===== src/rtl/ihb_pkg.sv =====
// ihb_pkg: shared types and constants for the ipv4 header builder
// no dependencies; imported by every module of the block
package ihb_pkg;

  // header layout
  localparam int unsigned HDR_WORDS  = 5;
  localparam int unsigned HDR_BYTES  = 20;
  localparam logic [3:0]  IP_VERSION = 4'd4;
  localparam logic [3:0]  IP_IHL     = 4'(HDR_BYTES / 4);
  localparam logic [15:0] DF_BIT     = 16'h4000;

  // result word position
  localparam int unsigned WORD_IDX_W    = 3;
  localparam logic [WORD_IDX_W-1:0] FIRST_WORD_IDX = WORD_IDX_W'(0);
  localparam logic [WORD_IDX_W-1:0] LAST_WORD_IDX  = WORD_IDX_W'(HDR_WORDS - 1);

  // configuration port
  localparam int unsigned CFG_IDX_W  = 2;
  localparam int unsigned CFG_DATA_W = 8;

  typedef enum logic [CFG_IDX_W-1:0] {
    REG_TTL = 2'd0,
    REG_DF  = 2'd1,
    REG_TOS = 2'd2
  } cfg_reg_t;

  // register reset values
  localparam logic [7:0] DEFAULT_TTL = 8'd64;
  localparam logic       DEFAULT_DF  = 1'b1;
  localparam logic [7:0] DEFAULT_TOS = 8'd0;

  // queue between builder and serializer
  localparam int unsigned QUEUE_DEPTH = 2;

  typedef struct packed {
    logic [7:0] ttl;
    logic       df;
    logic [7:0] tos;
  } cfg_t;

  // one finished header
  typedef struct packed {
    logic [31:0] w0;
    logic [31:0] w1;
    logic [31:0] w2;
    logic [31:0] w3;
    logic [31:0] w4;
    logic        err;
  } hdr_t;

  // queue status toward both sides
  typedef struct packed {
    logic full;
    logic empty;
  } q_stat_t;

endpackage


===== src/rtl/ipv4_header_build.sv =====
// ipv4_header_build: ipv4 header builder with header checksum
// request channel in, one 32-bit header word per result item out
// a request of protocol, identification, addresses and payload length yields
// five big-endian header words, word_index 0 to 4, last_word on word 4 and
// length_error on all five when 20 plus payload length exceeds 65535
// an item is taken at a clock edge with valid high and stall low, on both sides
// cfg_we writes cfg_data into register cfg_index: 0 ttl, 1 dont_fragment,
// 2 type_of_service; other indexes are ignored
// word 0 passes through the builder stage, the header queue and the output
// register; the other words follow one per cycle while the receiver does not stall
// the single 32-bit output register sends one header word at a time; the builder
// keeps taking requests while a header is serialized
// a request waits in the builder stage when the header queue is full, and
// then in_stall is high; out_stall holds the current word in place
// reset (rst_n low, synchronous) empties stage, queue and output and returns
// the registers to ttl 64, dont_fragment 1, type_of_service 0
// depends on ihb_pkg, ihb_front, ihb_queue, ihb_back
module ipv4_header_build #(
  parameter int unsigned QUEUE_DEPTH = ihb_pkg::QUEUE_DEPTH
) (
  input  logic                               clk,
  input  logic                               rst_n,
  input  logic                               in_valid,
  output logic                               in_stall,
  input  logic [7:0]                         in_protocol_number,
  input  logic [15:0]                        in_identification,
  input  logic [31:0]                        in_source_address,
  input  logic [31:0]                        in_destination_address,
  input  logic [15:0]                        in_payload_length,
  output logic                               out_valid,
  input  logic                               out_stall,
  output logic [31:0]                        out_header_word,
  output logic [ihb_pkg::WORD_IDX_W-1:0]     out_word_index,
  output logic                               out_last_word,
  output logic                               out_length_error,
  input  logic                               cfg_we,
  input  logic [ihb_pkg::CFG_IDX_W-1:0]      cfg_index,
  input  logic [ihb_pkg::CFG_DATA_W-1:0]     cfg_data
);
  import ihb_pkg::*;

  cfg_t    cfg_r, cfg_nxt;
  q_stat_t q_stat;
  hdr_t    push_data;
  hdr_t    pop_data;
  logic    push;
  logic    pop;

  // configuration registers
  always_comb begin
    cfg_nxt = cfg_r;
    if (cfg_we) begin
      case (cfg_index)
        REG_TTL: cfg_nxt.ttl = cfg_data[7:0];
        REG_DF:  cfg_nxt.df  = cfg_data[0];
        REG_TOS: cfg_nxt.tos = cfg_data[7:0];
        default: cfg_nxt     = cfg_r;
      endcase
    end
  end

  always_ff @(posedge clk) begin
    if (!rst_n) begin
      cfg_r.ttl <= DEFAULT_TTL;
      cfg_r.df  <= DEFAULT_DF;
      cfg_r.tos <= DEFAULT_TOS;
    end else begin
      cfg_r <= cfg_nxt;
    end
  end

  // header builder
  ihb_front u_front (
    .clk                    (clk),
    .rst_n                  (rst_n),
    .in_valid               (in_valid),
    .in_stall               (in_stall),
    .in_protocol_number     (in_protocol_number),
    .in_identification      (in_identification),
    .in_source_address      (in_source_address),
    .in_destination_address (in_destination_address),
    .in_payload_length      (in_payload_length),
    .cfg                    (cfg_r),
    .q_stat                 (q_stat),
    .push                   (push),
    .push_data              (push_data)
  );

  // header queue
  ihb_queue #(
    .DEPTH (QUEUE_DEPTH)
  ) u_queue (
    .clk       (clk),
    .rst_n     (rst_n),
    .push      (push),
    .push_data (push_data),
    .pop       (pop),
    .pop_data  (pop_data),
    .q_stat    (q_stat)
  );

  // word serializer
  ihb_back u_back (
    .clk              (clk),
    .rst_n            (rst_n),
    .q_stat           (q_stat),
    .pop_data         (pop_data),
    .pop              (pop),
    .out_valid        (out_valid),
    .out_stall        (out_stall),
    .out_header_word  (out_header_word),
    .out_word_index   (out_word_index),
    .out_last_word    (out_last_word),
    .out_length_error (out_length_error)
  );

`ifndef SYNTHESIS
  // queue is never written while full nor read while empty
  a_queue_bounds: assert property (@(posedge clk) disable iff (!rst_n)
    !(push && q_stat.full) && !(pop && q_stat.empty))
    else $error("header queue overflow or underflow");

  // last_word flags exactly the final word position
  a_last_matches_index: assert property (@(posedge clk) disable iff (!rst_n)
    out_valid |-> (out_last_word == (out_word_index == LAST_WORD_IDX)))
    else $error("last_word does not match word_index");

  // word 0 always carries version and header length
  a_word0_version: assert property (@(posedge clk) disable iff (!rst_n)
    (out_valid && (out_word_index == FIRST_WORD_IDX)) |->
      (out_header_word[31:24] == {IP_VERSION, IP_IHL}))
    else $error("word 0 lacks version and header length");

  // a word taken that is not the last is followed by the next position
  a_index_advance: assert property (@(posedge clk) disable iff (!rst_n)
    (out_valid && !out_stall && !out_last_word && $past(out_valid) && !$past(out_stall))
      |-> (out_word_index == $past(out_word_index) + 1'b1) ||
          ($past(out_last_word)))
    else $error("word index skipped a position");
`endif

endmodule


===== src/rtl/ihb_front.sv =====
// ihb_front: accepts requests, forms the header words and the checksum
// depends on ihb_pkg; pushes finished headers into ihb_queue
module ihb_front (
  input  logic             clk,
  input  logic             rst_n,
  input  logic             in_valid,
  output logic             in_stall,
  input  logic [7:0]       in_protocol_number,
  input  logic [15:0]      in_identification,
  input  logic [31:0]      in_source_address,
  input  logic [31:0]      in_destination_address,
  input  logic [15:0]      in_payload_length,
  input  ihb_pkg::cfg_t    cfg,
  input  ihb_pkg::q_stat_t q_stat,
  output logic             push,
  output ihb_pkg::hdr_t    push_data
);
  import ihb_pkg::*;

  logic        s_valid_r, s_valid_nxt;
  logic [31:0] w0_r, w1_r, w2_r, w3_r, w4_r;
  logic [19:0] sum_r;
  logic        err_r;

  logic        accept;
  logic [16:0] total;
  logic [15:0] flag_hw;
  logic [31:0] w0_nxt, w1_nxt, w2_nxt;
  logic [19:0] sum_nxt;
  logic [16:0] fold1;
  logic [15:0] fold2;

  // handshake: hold the request until the queue has room
  assign push     = s_valid_r && !q_stat.full;
  assign in_stall = s_valid_r && q_stat.full;
  assign accept   = in_valid && !in_stall;

  // header words before the checksum is inserted
  always_comb begin
    total   = 17'(HDR_BYTES) + {1'b0, in_payload_length};
    flag_hw = cfg.df ? DF_BIT : 16'h0000;
    w0_nxt  = {IP_VERSION, IP_IHL, cfg.tos, total[15:0]};
    w1_nxt  = {in_identification, flag_hw};
    w2_nxt  = {cfg.ttl, in_protocol_number, 16'h0000};
  end

  // sum of the ten halfwords, checksum field at zero
  always_comb begin
    sum_nxt = 20'(w0_nxt[31:16]) + 20'(w0_nxt[15:0])
            + 20'(w1_nxt[31:16]) + 20'(w1_nxt[15:0])
            + 20'(w2_nxt[31:16])
            + 20'(in_source_address[31:16]) + 20'(in_source_address[15:0])
            + 20'(in_destination_address[31:16])
            + 20'(in_destination_address[15:0]);
  end

  // stage valid
  always_comb begin
    s_valid_nxt = s_valid_r;
    if (accept) begin
      s_valid_nxt = 1'b1;
    end else if (push) begin
      s_valid_nxt = 1'b0;
    end
  end

  always_ff @(posedge clk) begin
    if (!rst_n) begin
      s_valid_r <= 1'b0;
    end else begin
      s_valid_r <= s_valid_nxt;
    end
  end

  // request payload
  always_ff @(posedge clk) begin
    if (accept) begin
      w0_r  <= w0_nxt;
      w1_r  <= w1_nxt;
      w2_r  <= w2_nxt;
      w3_r  <= in_source_address;
      w4_r  <= in_destination_address;
      sum_r <= sum_nxt;
      err_r <= total[16];
    end
  end

  // end-around carry fold, two passes cover a 20-bit sum
  always_comb begin
    fold1 = 17'(sum_r[15:0]) + 17'(sum_r[19:16]);
    fold2 = fold1[15:0] + 16'(fold1[16]);
  end

  always_comb begin
    push_data.w0  = w0_r;
    push_data.w1  = w1_r;
    push_data.w2  = {w2_r[31:16], ~fold2};
    push_data.w3  = w3_r;
    push_data.w4  = w4_r;
    push_data.err = err_r;
  end

endmodule


===== src/rtl/ihb_queue.sv =====
// ihb_queue: short header queue between the builder and the serializer
// depends on ihb_pkg; depth set by the DEPTH parameter (at least 2)
module ihb_queue #(
  parameter int unsigned DEPTH = ihb_pkg::QUEUE_DEPTH
) (
  input  logic             clk,
  input  logic             rst_n,
  input  logic             push,
  input  ihb_pkg::hdr_t    push_data,
  input  logic             pop,
  output ihb_pkg::hdr_t    pop_data,
  output ihb_pkg::q_stat_t q_stat
);
  import ihb_pkg::*;

  localparam int unsigned PTR_W = $clog2(DEPTH);
  localparam int unsigned CNT_W = $clog2(DEPTH + 1);

  hdr_t             entry_r [DEPTH];
  logic [PTR_W-1:0] wr_ptr_r, wr_ptr_nxt;
  logic [PTR_W-1:0] rd_ptr_r, rd_ptr_nxt;
  logic [CNT_W-1:0] count_r, count_nxt;

  // pointer and fill count
  always_comb begin
    wr_ptr_nxt = wr_ptr_r;
    rd_ptr_nxt = rd_ptr_r;
    count_nxt  = count_r;
    if (push) begin
      wr_ptr_nxt = (wr_ptr_r == PTR_W'(DEPTH - 1)) ? '0 : wr_ptr_r + 1'b1;
    end
    if (pop) begin
      rd_ptr_nxt = (rd_ptr_r == PTR_W'(DEPTH - 1)) ? '0 : rd_ptr_r + 1'b1;
    end
    if (push && !pop) begin
      count_nxt = count_r + 1'b1;
    end else if (pop && !push) begin
      count_nxt = count_r - 1'b1;
    end
  end

  always_ff @(posedge clk) begin
    if (!rst_n) begin
      wr_ptr_r <= '0;
      rd_ptr_r <= '0;
      count_r  <= '0;
    end else begin
      wr_ptr_r <= wr_ptr_nxt;
      rd_ptr_r <= rd_ptr_nxt;
      count_r  <= count_nxt;
    end
  end

  // entry storage
  always_ff @(posedge clk) begin
    if (push) begin
      entry_r[wr_ptr_r] <= push_data;
    end
  end

  assign pop_data     = entry_r[rd_ptr_r];
  assign q_stat.full  = (count_r == CNT_W'(DEPTH));
  assign q_stat.empty = (count_r == '0);

endmodule


===== src/rtl/ihb_back.sv =====
// ihb_back: serializes the queued header into five output words
// depends on ihb_pkg; pops ihb_queue when the last word is loaded
module ihb_back (
  input  logic                               clk,
  input  logic                               rst_n,
  input  ihb_pkg::q_stat_t                   q_stat,
  input  ihb_pkg::hdr_t                      pop_data,
  output logic                               pop,
  output logic                               out_valid,
  input  logic                               out_stall,
  output logic [31:0]                        out_header_word,
  output logic [ihb_pkg::WORD_IDX_W-1:0]     out_word_index,
  output logic                               out_last_word,
  output logic                               out_length_error
);
  import ihb_pkg::*;

  logic                  valid_r, valid_nxt;
  logic [WORD_IDX_W-1:0] idx_r, idx_nxt;
  logic [31:0]           word_r;
  logic [WORD_IDX_W-1:0] word_idx_r;
  logic                  last_r;
  logic                  err_r;

  logic                  load;
  logic                  at_last;
  logic [31:0]           word_sel;

  // output register is free when empty or being taken
  assign load    = !q_stat.empty && (!valid_r || !out_stall);
  assign at_last = (idx_r == LAST_WORD_IDX);
  assign pop     = load && at_last;

  // pick the current header word
  always_comb begin
    case (idx_r)
      3'd0:    word_sel = pop_data.w0;
      3'd1:    word_sel = pop_data.w1;
      3'd2:    word_sel = pop_data.w2;
      3'd3:    word_sel = pop_data.w3;
      default: word_sel = pop_data.w4;
    endcase
  end

  // word counter and output valid
  always_comb begin
    idx_nxt   = idx_r;
    valid_nxt = valid_r;
    if (load) begin
      idx_nxt   = at_last ? FIRST_WORD_IDX : idx_r + 1'b1;
      valid_nxt = 1'b1;
    end else if (!out_stall) begin
      valid_nxt = 1'b0;
    end
  end

  always_ff @(posedge clk) begin
    if (!rst_n) begin
      valid_r <= 1'b0;
      idx_r   <= FIRST_WORD_IDX;
    end else begin
      valid_r <= valid_nxt;
      idx_r   <= idx_nxt;
    end
  end

  // output payload
  always_ff @(posedge clk) begin
    if (load) begin
      word_r     <= word_sel;
      word_idx_r <= idx_r;
      last_r     <= at_last;
      err_r      <= pop_data.err;
    end
  end

  assign out_valid        = valid_r;
  assign out_header_word  = word_r;
  assign out_word_index   = word_idx_r;
  assign out_last_word    = last_r;
  assign out_length_error = err_r;

endmodule

===== config.mk =====
export PLATFORM = sky130hd
export DESIGN_NAME = ipv4_header_build
export DESIGN_NICKNAME = d
export VERILOG_FILES = /design/src/rtl/ihb_pkg.sv /design/src/rtl/ipv4_header_build.sv /design/src/rtl/ihb_front.sv /design/src/rtl/ihb_queue.sv /design/src/rtl/ihb_back.sv
export SDC_FILE = /design/constraint.sdc
export NUM_CORES = 1
export LEC_CHECK = 0
export BUFFER_PORTS_ARGS = -buffer_cell sky130_fd_sc_hd__buf_2
export CAP_MARGIN = 20
export CELL_PAD_IN_SITES_DETAIL_PLACEMENT = 1
export CELL_PAD_IN_SITES_GLOBAL_PLACEMENT = 2
export CORE_ASPECT_RATIO = 1.5
export CORE_MARGIN = 2
export CORE_UTILIZATION = 45
export CTS_CLUSTER_DIAMETER = 150
export DETAILED_ROUTE_END_ITERATION = 12
export PLACE_DENSITY = 0.86
export SYNTH_ARGS = -nofsm -noshare
export SYNTH_HDL_FRONTEND = slang
export SYNTH_HIERARCHICAL = 1
export SYNTH_SLANG_ARGS = --single-unit

===== constraint.sdc =====
create_clock -name clk -period 11.4 [get_ports clk]
set_input_delay 1.71 -clock clk [delete_from_list [all_inputs] [get_ports clk]]
set_output_delay 1.71 -clock clk [all_outputs]
set_load 0.05 [all_outputs]

==> metrics.txt, run 1 <==
WHS about 0.45 ns; fraction of final layout cells with drive strength greater than 1 0.256; CP cell instances buf_2, ha_1, o21ai_0, xnor2_1, ha_1, inv_1, fa_1, inv_1, fa_1, inv_1, fa_1, inv_1, ha_1, a211o_1, o2111ai_1, nand2_1, a311oi_1, xnor2_1; Fin. Hold Viols 0; Root Buffer clkbuf_16; sequential share of the synthesized area 0.633; Syn Inst Count 1559; first-pass GRT wire length around 90000 um; min cycle time layout about 6 ns; final setup vio count 0; Worst Tran Pin Value 1.08 ns; dominant synthesized flop cell edfxtp_1; top post-synthesis cells by area edfxtp_1 61%, mux2_4 7.3%, fa_1 7.3%; postcts setup bufs 0; CTS hold repair buffers 0; CTS tree done; Crit-path slowest cell fa_1; GP Congestion roughly 0.89; routed vias 13100; Synth area leader edfxtp_1; total iterations of the first detailed-routing run 4; IO Count between 150 and 200; synthesis-stage register bit count roughly 530; Most Frequent Cell on Critical Path inv_1; Die Wd 195 um; synth cell count leaders 500 x edfxtp_1, 245 x inv_1, 120 x mux2_4; Buf+Inv Stages, Crit Path 5; Avg Synthesized Cell Area ~16 um2; Rows around 100; Max clock buf depth 3; WHS Endpoint u_queue/entry_r[1][49]; clk_skew roughly 0.019 ns; vias in the first global route around 14000; family with the most delay on the worst path adder cells; worst min path class reg2reg; cts repair resizes 0; Final Cell Area ~0.028 mm2; ANT cells 0; status finished, final reports clean; f_max ~170 MHz; Setup TNS 0 ns; Syn. warnings 6; power density over cell area between 200 and 250 mW/mm2; Cell variety after synth 67; die height slightly below 300 um; antenna viol nets, final 0; WP data required approximately 12 ns; initial antenna violation count 2; drt wl/cell 24.0 um; Worst-path clk slew roughly 0.070 ns; Die ar. about 0.057 mm2; Global Route Usage Sum 0.213; max_cap viols 0; Num CTS Buffers 50; final std cells w/o fill ~2500; most numerous cell in the Yosys netlist edfxtp_1; I/O Buffers about 160; clk sinks 527; grt ovf 0; r2r startpoint cfg_r[14]; area delta synth->final 12.4%; Via-to-Cell Ratio roughly 5.3; largest net degree at the start of global routing 76; dpl cells between 2000 and 2500; clk_lat worst skew a little under 0.6 ns; fill count approximately 5200; drt drc 0; Worst setup SP type primary input; Leak 0.0107 uW; routed wire length roughly 59000 um; final core occ 0.512; hpwl dp about 41000 um; Cell Area, Synth 0.0246 mm2; relative slew slack 0.277; Total Nets Final between 1500 and 2000; DP Area between 0.02 and 0.03 mm2; 1st-iter DRT viols around 850; final slew viol count 0; Peak supply drop around 0.12 mV; crit path max fanout 5; Worst Path Arrival roughly 6.3 ns; Hold Crit Start u_front/w3_r[16]; core area about 0.054 mm2; initial core utilization 0.456; critical path endpoint category flip-flop; hold path depth 0; Crit Path Category in2reg; EDFF count, synth 500; H-tree depth 2; R2R cell count 14; period utilization 0.528; r2r endpoint u_front/sum_r[18]; post-synth top area share 0.611; delay of the slowest critical-path stage approximately 0.53 ns; unrepaired setup endpoints after global routing no; share of flip-flops with an asynchronous set or reset 0; R2R setup slack slightly below 7 ns
-- layout make-up --
type	instances	area (um2)	share of cell area
inverters	245	920	0.0333
repair buffers	174	946	0.0343
clock inverters	30	325	0.0118
well taps	689	862	0.0312
flip-flops and latches	527	15600	0.564
multi-input cells	737	7680	0.278
clock buffers	63	1320	0.0479
-- state kept, by name, indices dropped and copies added (netlist names), 16 cells and up, named ones only --
name / count
cfg_r: 17
u_front/w2_r: 16
u_front/w1_r: 17
u_front/sum_r: 19
u_front/w0_r: 24
u_back/out_header_word: 32
u_queue/entry_r: 322
u_front/w4_r: 32
u_front/w3_r: 32
-- cell usage in the layout, fill, tap and decap left out, drive strengths merged, types with 8 or more instances in the layout --
cell type / count
dfxtp: 27
edfxtp: 500
o221ai: 31
o21ai: 15
buf: 174
xor2: 13
conb: 23
nand3: 13
mux2i: 15
xnor2: 29
clkinv: 20
a22oi: 32
nor2b: 8
nor2: 16
inv: 247
mux2: 194
ha: 49
a21oi: 21
clkbuf: 63
nand2: 78
fa: 89
nand2b: 8
a21o: 10
-- report_power, final --
part | internal [uW] | switching, uW | total (uW)
Combinational | 678 | 1060 | 1740
Sequential | 2400 | 93.0 | 2490
Clock | 980 | 719 | 1700
-- cell families (layout without fill, tap and decap cells) --
family | count (synthesis) | count (layout) | share of synthesized area
adder cells (fa/ha/maj) | 138 | 138 | 0.0975
flip-flops | 527 | 527 | 0.633
other | 2 | 23 | 0.000306
XOR/XNOR | 42 | 42 | 0.0150
multiplexers | 209 | 209 | 0.113
AO/OA/AOI/OAI | 155 | 155 | 0.0472
buffers and inverters | 316 | 512 | 0.0582
AND/OR/NAND/NOR | 170 | 170 | 0.0352
-- worst max path at each step --
| stage | startpoint | to | slack [ns] | depth (start not counted) |
|---|---|---|---|---|
| after global placement | in_payload_length[2] | u_front/sum_r[15] | 5.04 | 18 |
| after CTS | in_payload_length[2] | u_front/sum_r[15] | 5.43 | 18 |
| after global routing | in_payload_length[2] | u_front/sum_r[15] | 5.18 | 18 |
| final | in_payload_length[2] | u_front/sum_r[15] | 5.38 | 18 |
| after floorplan | in_valid | u_front/err_r | 2.93 | 1 |
| after detailed placement | in_payload_length[2] | u_front/sum_r[15] | 4.87 | 18 |
-- worst reg2reg max path: cells and delay by family (launching register included) --
kind,cells,cell delay [ns]
adders and majority gates,5,2.46
AOI/OAI and AO/OA,5,1.21
DFF,1,0.41
buffers and inverters,4,0.22
-- layer usage --
metal,vias to the layer above,part of all wire,global-route usage
met4,0,0.030,0.0674
met3,94,0.035,0.0230
met5,-,0,0
met2,299,0.52,0.376
li1,5889,-,-
met1,6789,0.42,0.274
-- through the flow --
stage | total power (uW) | setup WS (ns)
final | 5930 | 5.38
after global routing | 6230 | 5.18
after CTS | 5970 | 5.43
after detailed placement | 4240 | 4.87
after global placement | 4160 | 5.04
after floorplan | 3750 | 2.93
Power figures use the tool's default switching activity.
==> run 2, diff against run 1 <==
==> constraint.sdc (replaced) <==
create_clock -name clk -period 5.54 [get_ports clk]
set_input_delay 0.831 -clock clk [delete_from_list [all_inputs] [get_ports clk]]
set_output_delay 0.831 -clock clk [all_outputs]
set_load 0.05 [all_outputs]
==> run 2 against run 1 <==
Against the previous run: clock-buffer cell count is 4 lower; clock skew is essentially flat; critical path depth fell by 1; hold slack worse by 0.0023 ns; critical path type unchanged; largest cell class unchanged; final cell count about the same; register-to-register slack got worse by 5.8 ns; via count barely moved; routed wire length is 1.5% higher; sequential share of layout area down 0.22 points; power rose by 100%.
==> metrics.txt, run 2 (synthesis results as in run 1) <==
area delta synth->final 12.8%; commonest non-fill, non-tap cell in the layout edfxtp_1; cts repair resizes 0; Pwr Total roughly 12000 uW; Biggest register u_queue/entry_r; Num CTS Buffers 50; critical path endpoint category flip-flop; grt ovf 0; vias in the first global route 14600; most frequent cells in the layout 500 x edfxtp_1, 244 x inv_1, 157 x buf_2; Root Buffer clkbuf_16; Hold Crit Start u_front/w0_r[19]; max reg flops 322; clk sinks approximately 530; GP Congestion between 0.8 and 0.9; drt drc 0; status finished, final reports clean; antenna viol nets, final 0; r2r endpoint u_front/sum_r[17]; unrepaired setup endpoints after global routing no; initial antenna violation count 1; r2r startpoint cfg_r[5]; initial core utilization 0.456; Worst setup SP type primary input; Worst-path clk slew roughly 0.07 ns; fraction of final layout cells with drive strength greater than 1 0.259; postcts setup bufs 0; Max clock buf depth 3; Die ar. 0.0565 mm2; Setup TNS 0 ns; relative slew slack 0.218; crit path max fanout 4; Crit Path Category in2reg; CTS tree done; family with the most delay on the worst path adder cells; hold path depth 0; Most Frequent Cell on Critical Path inv_1; Buf+Inv Stages, Crit Path 5; I/O Buffers between 150 and 200; Fin. Hold Viols 0; R2R setup slack roughly 1.1 ns; final slew viol count 0; CP cell instances buf_2, ha_1, xnor2_1, ha_1, inv_1, fa_1, inv_1, fa_1, inv_1, fa_1, inv_1, ha_1, o21ai_0, o21bai_1, o2111ai_1, a311o_1, o311ai_0; WP data required roughly 5.9 ns; Rows about 100; die height a little under 300 um; Leak 0.0108 uW; 1st-iter DRT viols around 830; core area 0.0539 mm2; Worst Tran Pin Value 1.17 ns; first-pass GRT wire length between 90000 and 100000 um; Via-to-Cell Ratio ~5.3; WHS Endpoint u_queue/entry_r[1][148]; CTS hold repair buffers 0; R2R cell count 14; routed wire length about 60000 um; final setup vio count 0; H-tree depth 2; delay of the slowest critical-path stage between 0.5 and 0.6 ns; Final Worst Setup Slack 0.526 ns; largest net degree at the start of global routing around 160; IO Count 158; max_cap viols 0; Final Cell Area ~0.028 mm2; Peak supply drop approximately 0.21 mV; power density over cell area ~440 mW/mm2; min cycle time layout around 5.0 ns; total iterations of the first detailed-routing run 5; drt wl/cell 24.3 um; Post-Place Setup Slack -0.00406 ns; clk_skew 0.0190 ns; Die Wd between 150 and 200 um; Global Route Usage Sum 0.216; routed vias 13100; DP Area about 0.026 mm2; hpwl dp 40800 um; f_max 199 MHz; period utilization 0.905; worst min path class reg2reg; clk_lat worst skew between 0.5 and 0.6 ns; Worst Path Arrival between 5 and 6 ns; Total Nets Final ~2000; final core occ 0.514; Crit-path slowest cell fa_1
[run 2: cell types whose count changed in the layout (fill, tap and decap cells not counted)]
cell        delta
clkinv_4       +1
bufinv_16      -2
diode_2        +2
clkbuf_8       +2
clkinv_1       +3
buf_4          -6
clkinvlp_4     +4
clkbuf_1       -8
clkbuf_16      +2
clkinv_2       -2
buf_12         +6
[run 2: worst max-delay path by stage]
stage / from / end / slack [ns] / cells after the start
4_1_cts: in_payload_length[2] / u_front/sum_r[17] / 0.58 / 17
2_1_floorplan: u_queue/count_r[0] / u_queue/entry_r[0][0] / 0.20 / 3
3_3_place_gp: in_payload_length[2] / u_front/sum_r[17] / 0.13 / 15
6_report: in_payload_length[2] / u_front/sum_r[17] / 0.53 / 17
5_1_grt: in_payload_length[2] / u_front/sum_r[17] / 0.33 / 17
3_5_place_dp: in_payload_length[8] / u_front/sum_r[17] / -0.004 / 17
[run 2: final cells by class]
type                    instances  area, um2
diodes                          2       5.00
clock buffers                  59       1370
clock inverters                34        305
fillers                      5196      26200
inverters                     245        920
multi-input cells             737       7680
flip-flops and latches        527      15600
well taps                     689        862
repair buffers                174       1020
[run 2: worst register-to-register path, delay by kind of cell (launching register included)]
family                     cells  cell delay (ns)
AOI/OAI and AO/OA              5             1.43
adders and majority gates      5             2.21
buffers and inverters          4             0.20
DFF                            1             0.40
[run 2: stage by stage]
stage | cells | hold WS [ns]
3_5_place_dp | 2370 | 0.431
4_1_cts | 2463 | 0.415
2_1_floorplan | 1580 | 0.421
5_1_grt | 2465 | 0.429
3_3_place_gp | 2370 | 0.421
6_report | 2467 | 0.444
[run 2: layer usage]
layer	share of wire	track usage	up-vias	wire [um]
met5	0	0	-	0
met4	0.020	0.0532	0	1220
met3	0.036	0.0245	84	2150
met2	0.54	0.404	298	32300
met1	0.41	0.266	6794	24400
li1	-	-	5890	-
[run 2: report_power, final]
group | internal (uW) | switching [uW]
sequential | 4940 | 199
combinational | 1390 | 2130
clock | 2000 | 1490
==> run 3, diff against run 2 <==
--- a/config.mk
+++ b/config.mk
@@ -14,7 +14,7 @@
 export CORE_UTILIZATION = 45
 export CTS_CLUSTER_DIAMETER = 150
 export DETAILED_ROUTE_END_ITERATION = 12
-export PLACE_DENSITY = 0.86
+export PLACE_DENSITY_LB_ADDON = 0.1
 export SYNTH_ARGS = -nofsm -noshare
 export SYNTH_HDL_FRONTEND = slang
 export SYNTH_HIERARCHICAL = 1
==> run 3 against run 2 <==
Against the previous run: core utilization down 0.17 points; sequential cell count unchanged; non-clock buffer count up 3; critical path depth is the same; critical path type unchanged; global-route usage is 1.1 points lower; sequential share of layout area increased by 0.18 points; first-iteration DRC count is 18% lower; largest cell class unchanged.
==> metrics.txt, run 3 (synthesis results as in run 1) <==
status finished, final reports clean; final slew viol count 0; initial antenna violation count 6; final setup vio count 0; Max clock buf depth 3; critical path endpoint category flip-flop; crit path max fanout 6; Setup TNS 0 ns; Via-to-Cell Ratio 5.18; H-tree depth 2; core area roughly 0.054 mm2; min cycle time layout slightly below 5 ns; delay of the slowest critical-path stage around 0.56 ns; Total Nets Final between 1500 and 2000; postcts setup bufs 0; Worst setup SP type primary input; Post-Place Setup Slack 0.0280 ns; GP Congestion 0.798; Root Buffer clkbuf_16; cts repair resizes 0; initial core utilization 0.456; Most Frequent Cell on Critical Path fa_1; power density over cell area between 400 and 500 mW/mm2; routed vias 12800; worst min path class reg2reg; I/O Buffers about 160; Crit Path Category in2reg; CTS tree done; Worst Tran Pin Value between 1 and 1.5 ns; clk_skew 0.0155 ns; unrepaired setup endpoints after global routing no; hpwl dp approximately 38000 um; 1st-iter DRT viols a little under 700; routed wire length between 50000 and 60000 um; Leak 0.0107 uW; Peak supply drop approximately 0.24 mV; Rows between 100 and 150; clk sinks approximately 530; first-pass GRT wire length 85700 um; Die ar. 0.0565 mm2; Global Route Usage Sum 0.205; total iterations of the first detailed-routing run 5; die height 290 um; vias in the first global route around 14000; Final Worst Setup Slack between 0.6 and 0.7 ns; drt drc 0; Num CTS Buffers 51; commonest non-fill, non-tap cell in the layout edfxtp_1; Fin. Hold Viols 0; CP cell instances buf_2, a21oi_1, nor2_1, xor2_1, ha_1, inv_1, fa_1, fa_1, fa_1, inv_1, ha_1, o21ai_0, a21oi_1, o2111ai_1, buf_4, a311o_1, o311ai_0; Die Wd 195 um; most frequent cells in the layout 500 x edfxtp_1, 244 x inv_1, 157 x buf_2; antenna viol nets, final 0; Worst Path Arrival about 5.3 ns; CTS hold repair buffers 0; Crit-path slowest cell fa_1; fill count 5293; Biggest register u_queue/entry_r; fraction of final layout cells with drive strength greater than 1 0.255; max reg flops 322; relative slew slack 0.136; IO Count 158; area delta synth->final 12.5%; f_max just over 200 MHz; clk_lat worst skew ~0.58 ns; drt wl/cell 23.2 um; WP data required between 5 and 6 ns; grt ovf 0; max_cap viols 0; largest net degree at the start of global routing 163; Worst-path clk slew 0.07 ns; period utilization 0.878
[run 3: metrics by stage]
| stage | std cells | util | hold WS, ns | power [uW] | instance area (um2) |
|---|---|---|---|---|---|
| after floorplan | 1580 | - | 0.421 | 7710 | 24600 |
| after global placement | 2375 | 0.483 | 0.421 | 8680 | 26000 |
| after detailed placement | 2375 | 0.483 | 0.431 | 8790 | 26000 |
| after CTS | 2469 | 0.513 | 0.413 | 12200 | 27600 |
| after global routing | 2471 | 0.513 | 0.423 | 12700 | 27600 |
| final | 2471 | 0.513 | 0.443 | 12100 | 27600 |
[run 3: layer usage]
layer,GRT usage,wire length (um)
met1,0.261,23800
met2,0.370,30200
met3,0.0242,1900
met4,0.0544,1290
met5,0,22
[run 3: path summary, 6_finish.rpt]
| check | start | to | slack, ns | cells past startpoint |
|---|---|---|---|---|
| hold reg to reg | u_front/w0_r[0] | u_queue/entry_r[1][129] | 0.44 | 0 |
| hold / removal | u_front/w0_r[0] | u_queue/entry_r[1][129] | 0.44 | 0 |
| setup reg to reg | cfg_r[14] | u_front/sum_r[18] | 1.16 | 14 |
| setup / recovery | in_payload_length[4] | u_front/sum_r[17] | 0.68 | 17 |
[run 3: cell type report]
class	count	area, um2	area share
antenna	2	5.00	0.000181
clock buffer	65	1350	0.0489
clock inverter	29	256	0.00928
inverter	245	920	0.0333
multi-input combinational	737	7680	0.278
sequential	527	15600	0.563
tap	689	862	0.0312
timing repair buffer	177	998	0.0361
[run 3: power breakdown]
part,leakage (uW),switching (uW),internal [uW]
clock network,0.000775,1480,1910
registers,0.00491,185,4940
logic,0.00505,2130,1410
total,0.0107,3800,8260
[run 3: critical path, delay by kind of cell]
family                   cells  cell delay (ns)
buffers and inverters        4             0.44
AO/OA/AOI/OAI                6             1.49
AND/OR/NAND/NOR              1             0.10
adder cells (fa/ha/maj)      5             2.21
XOR/XNOR                     1             0.18
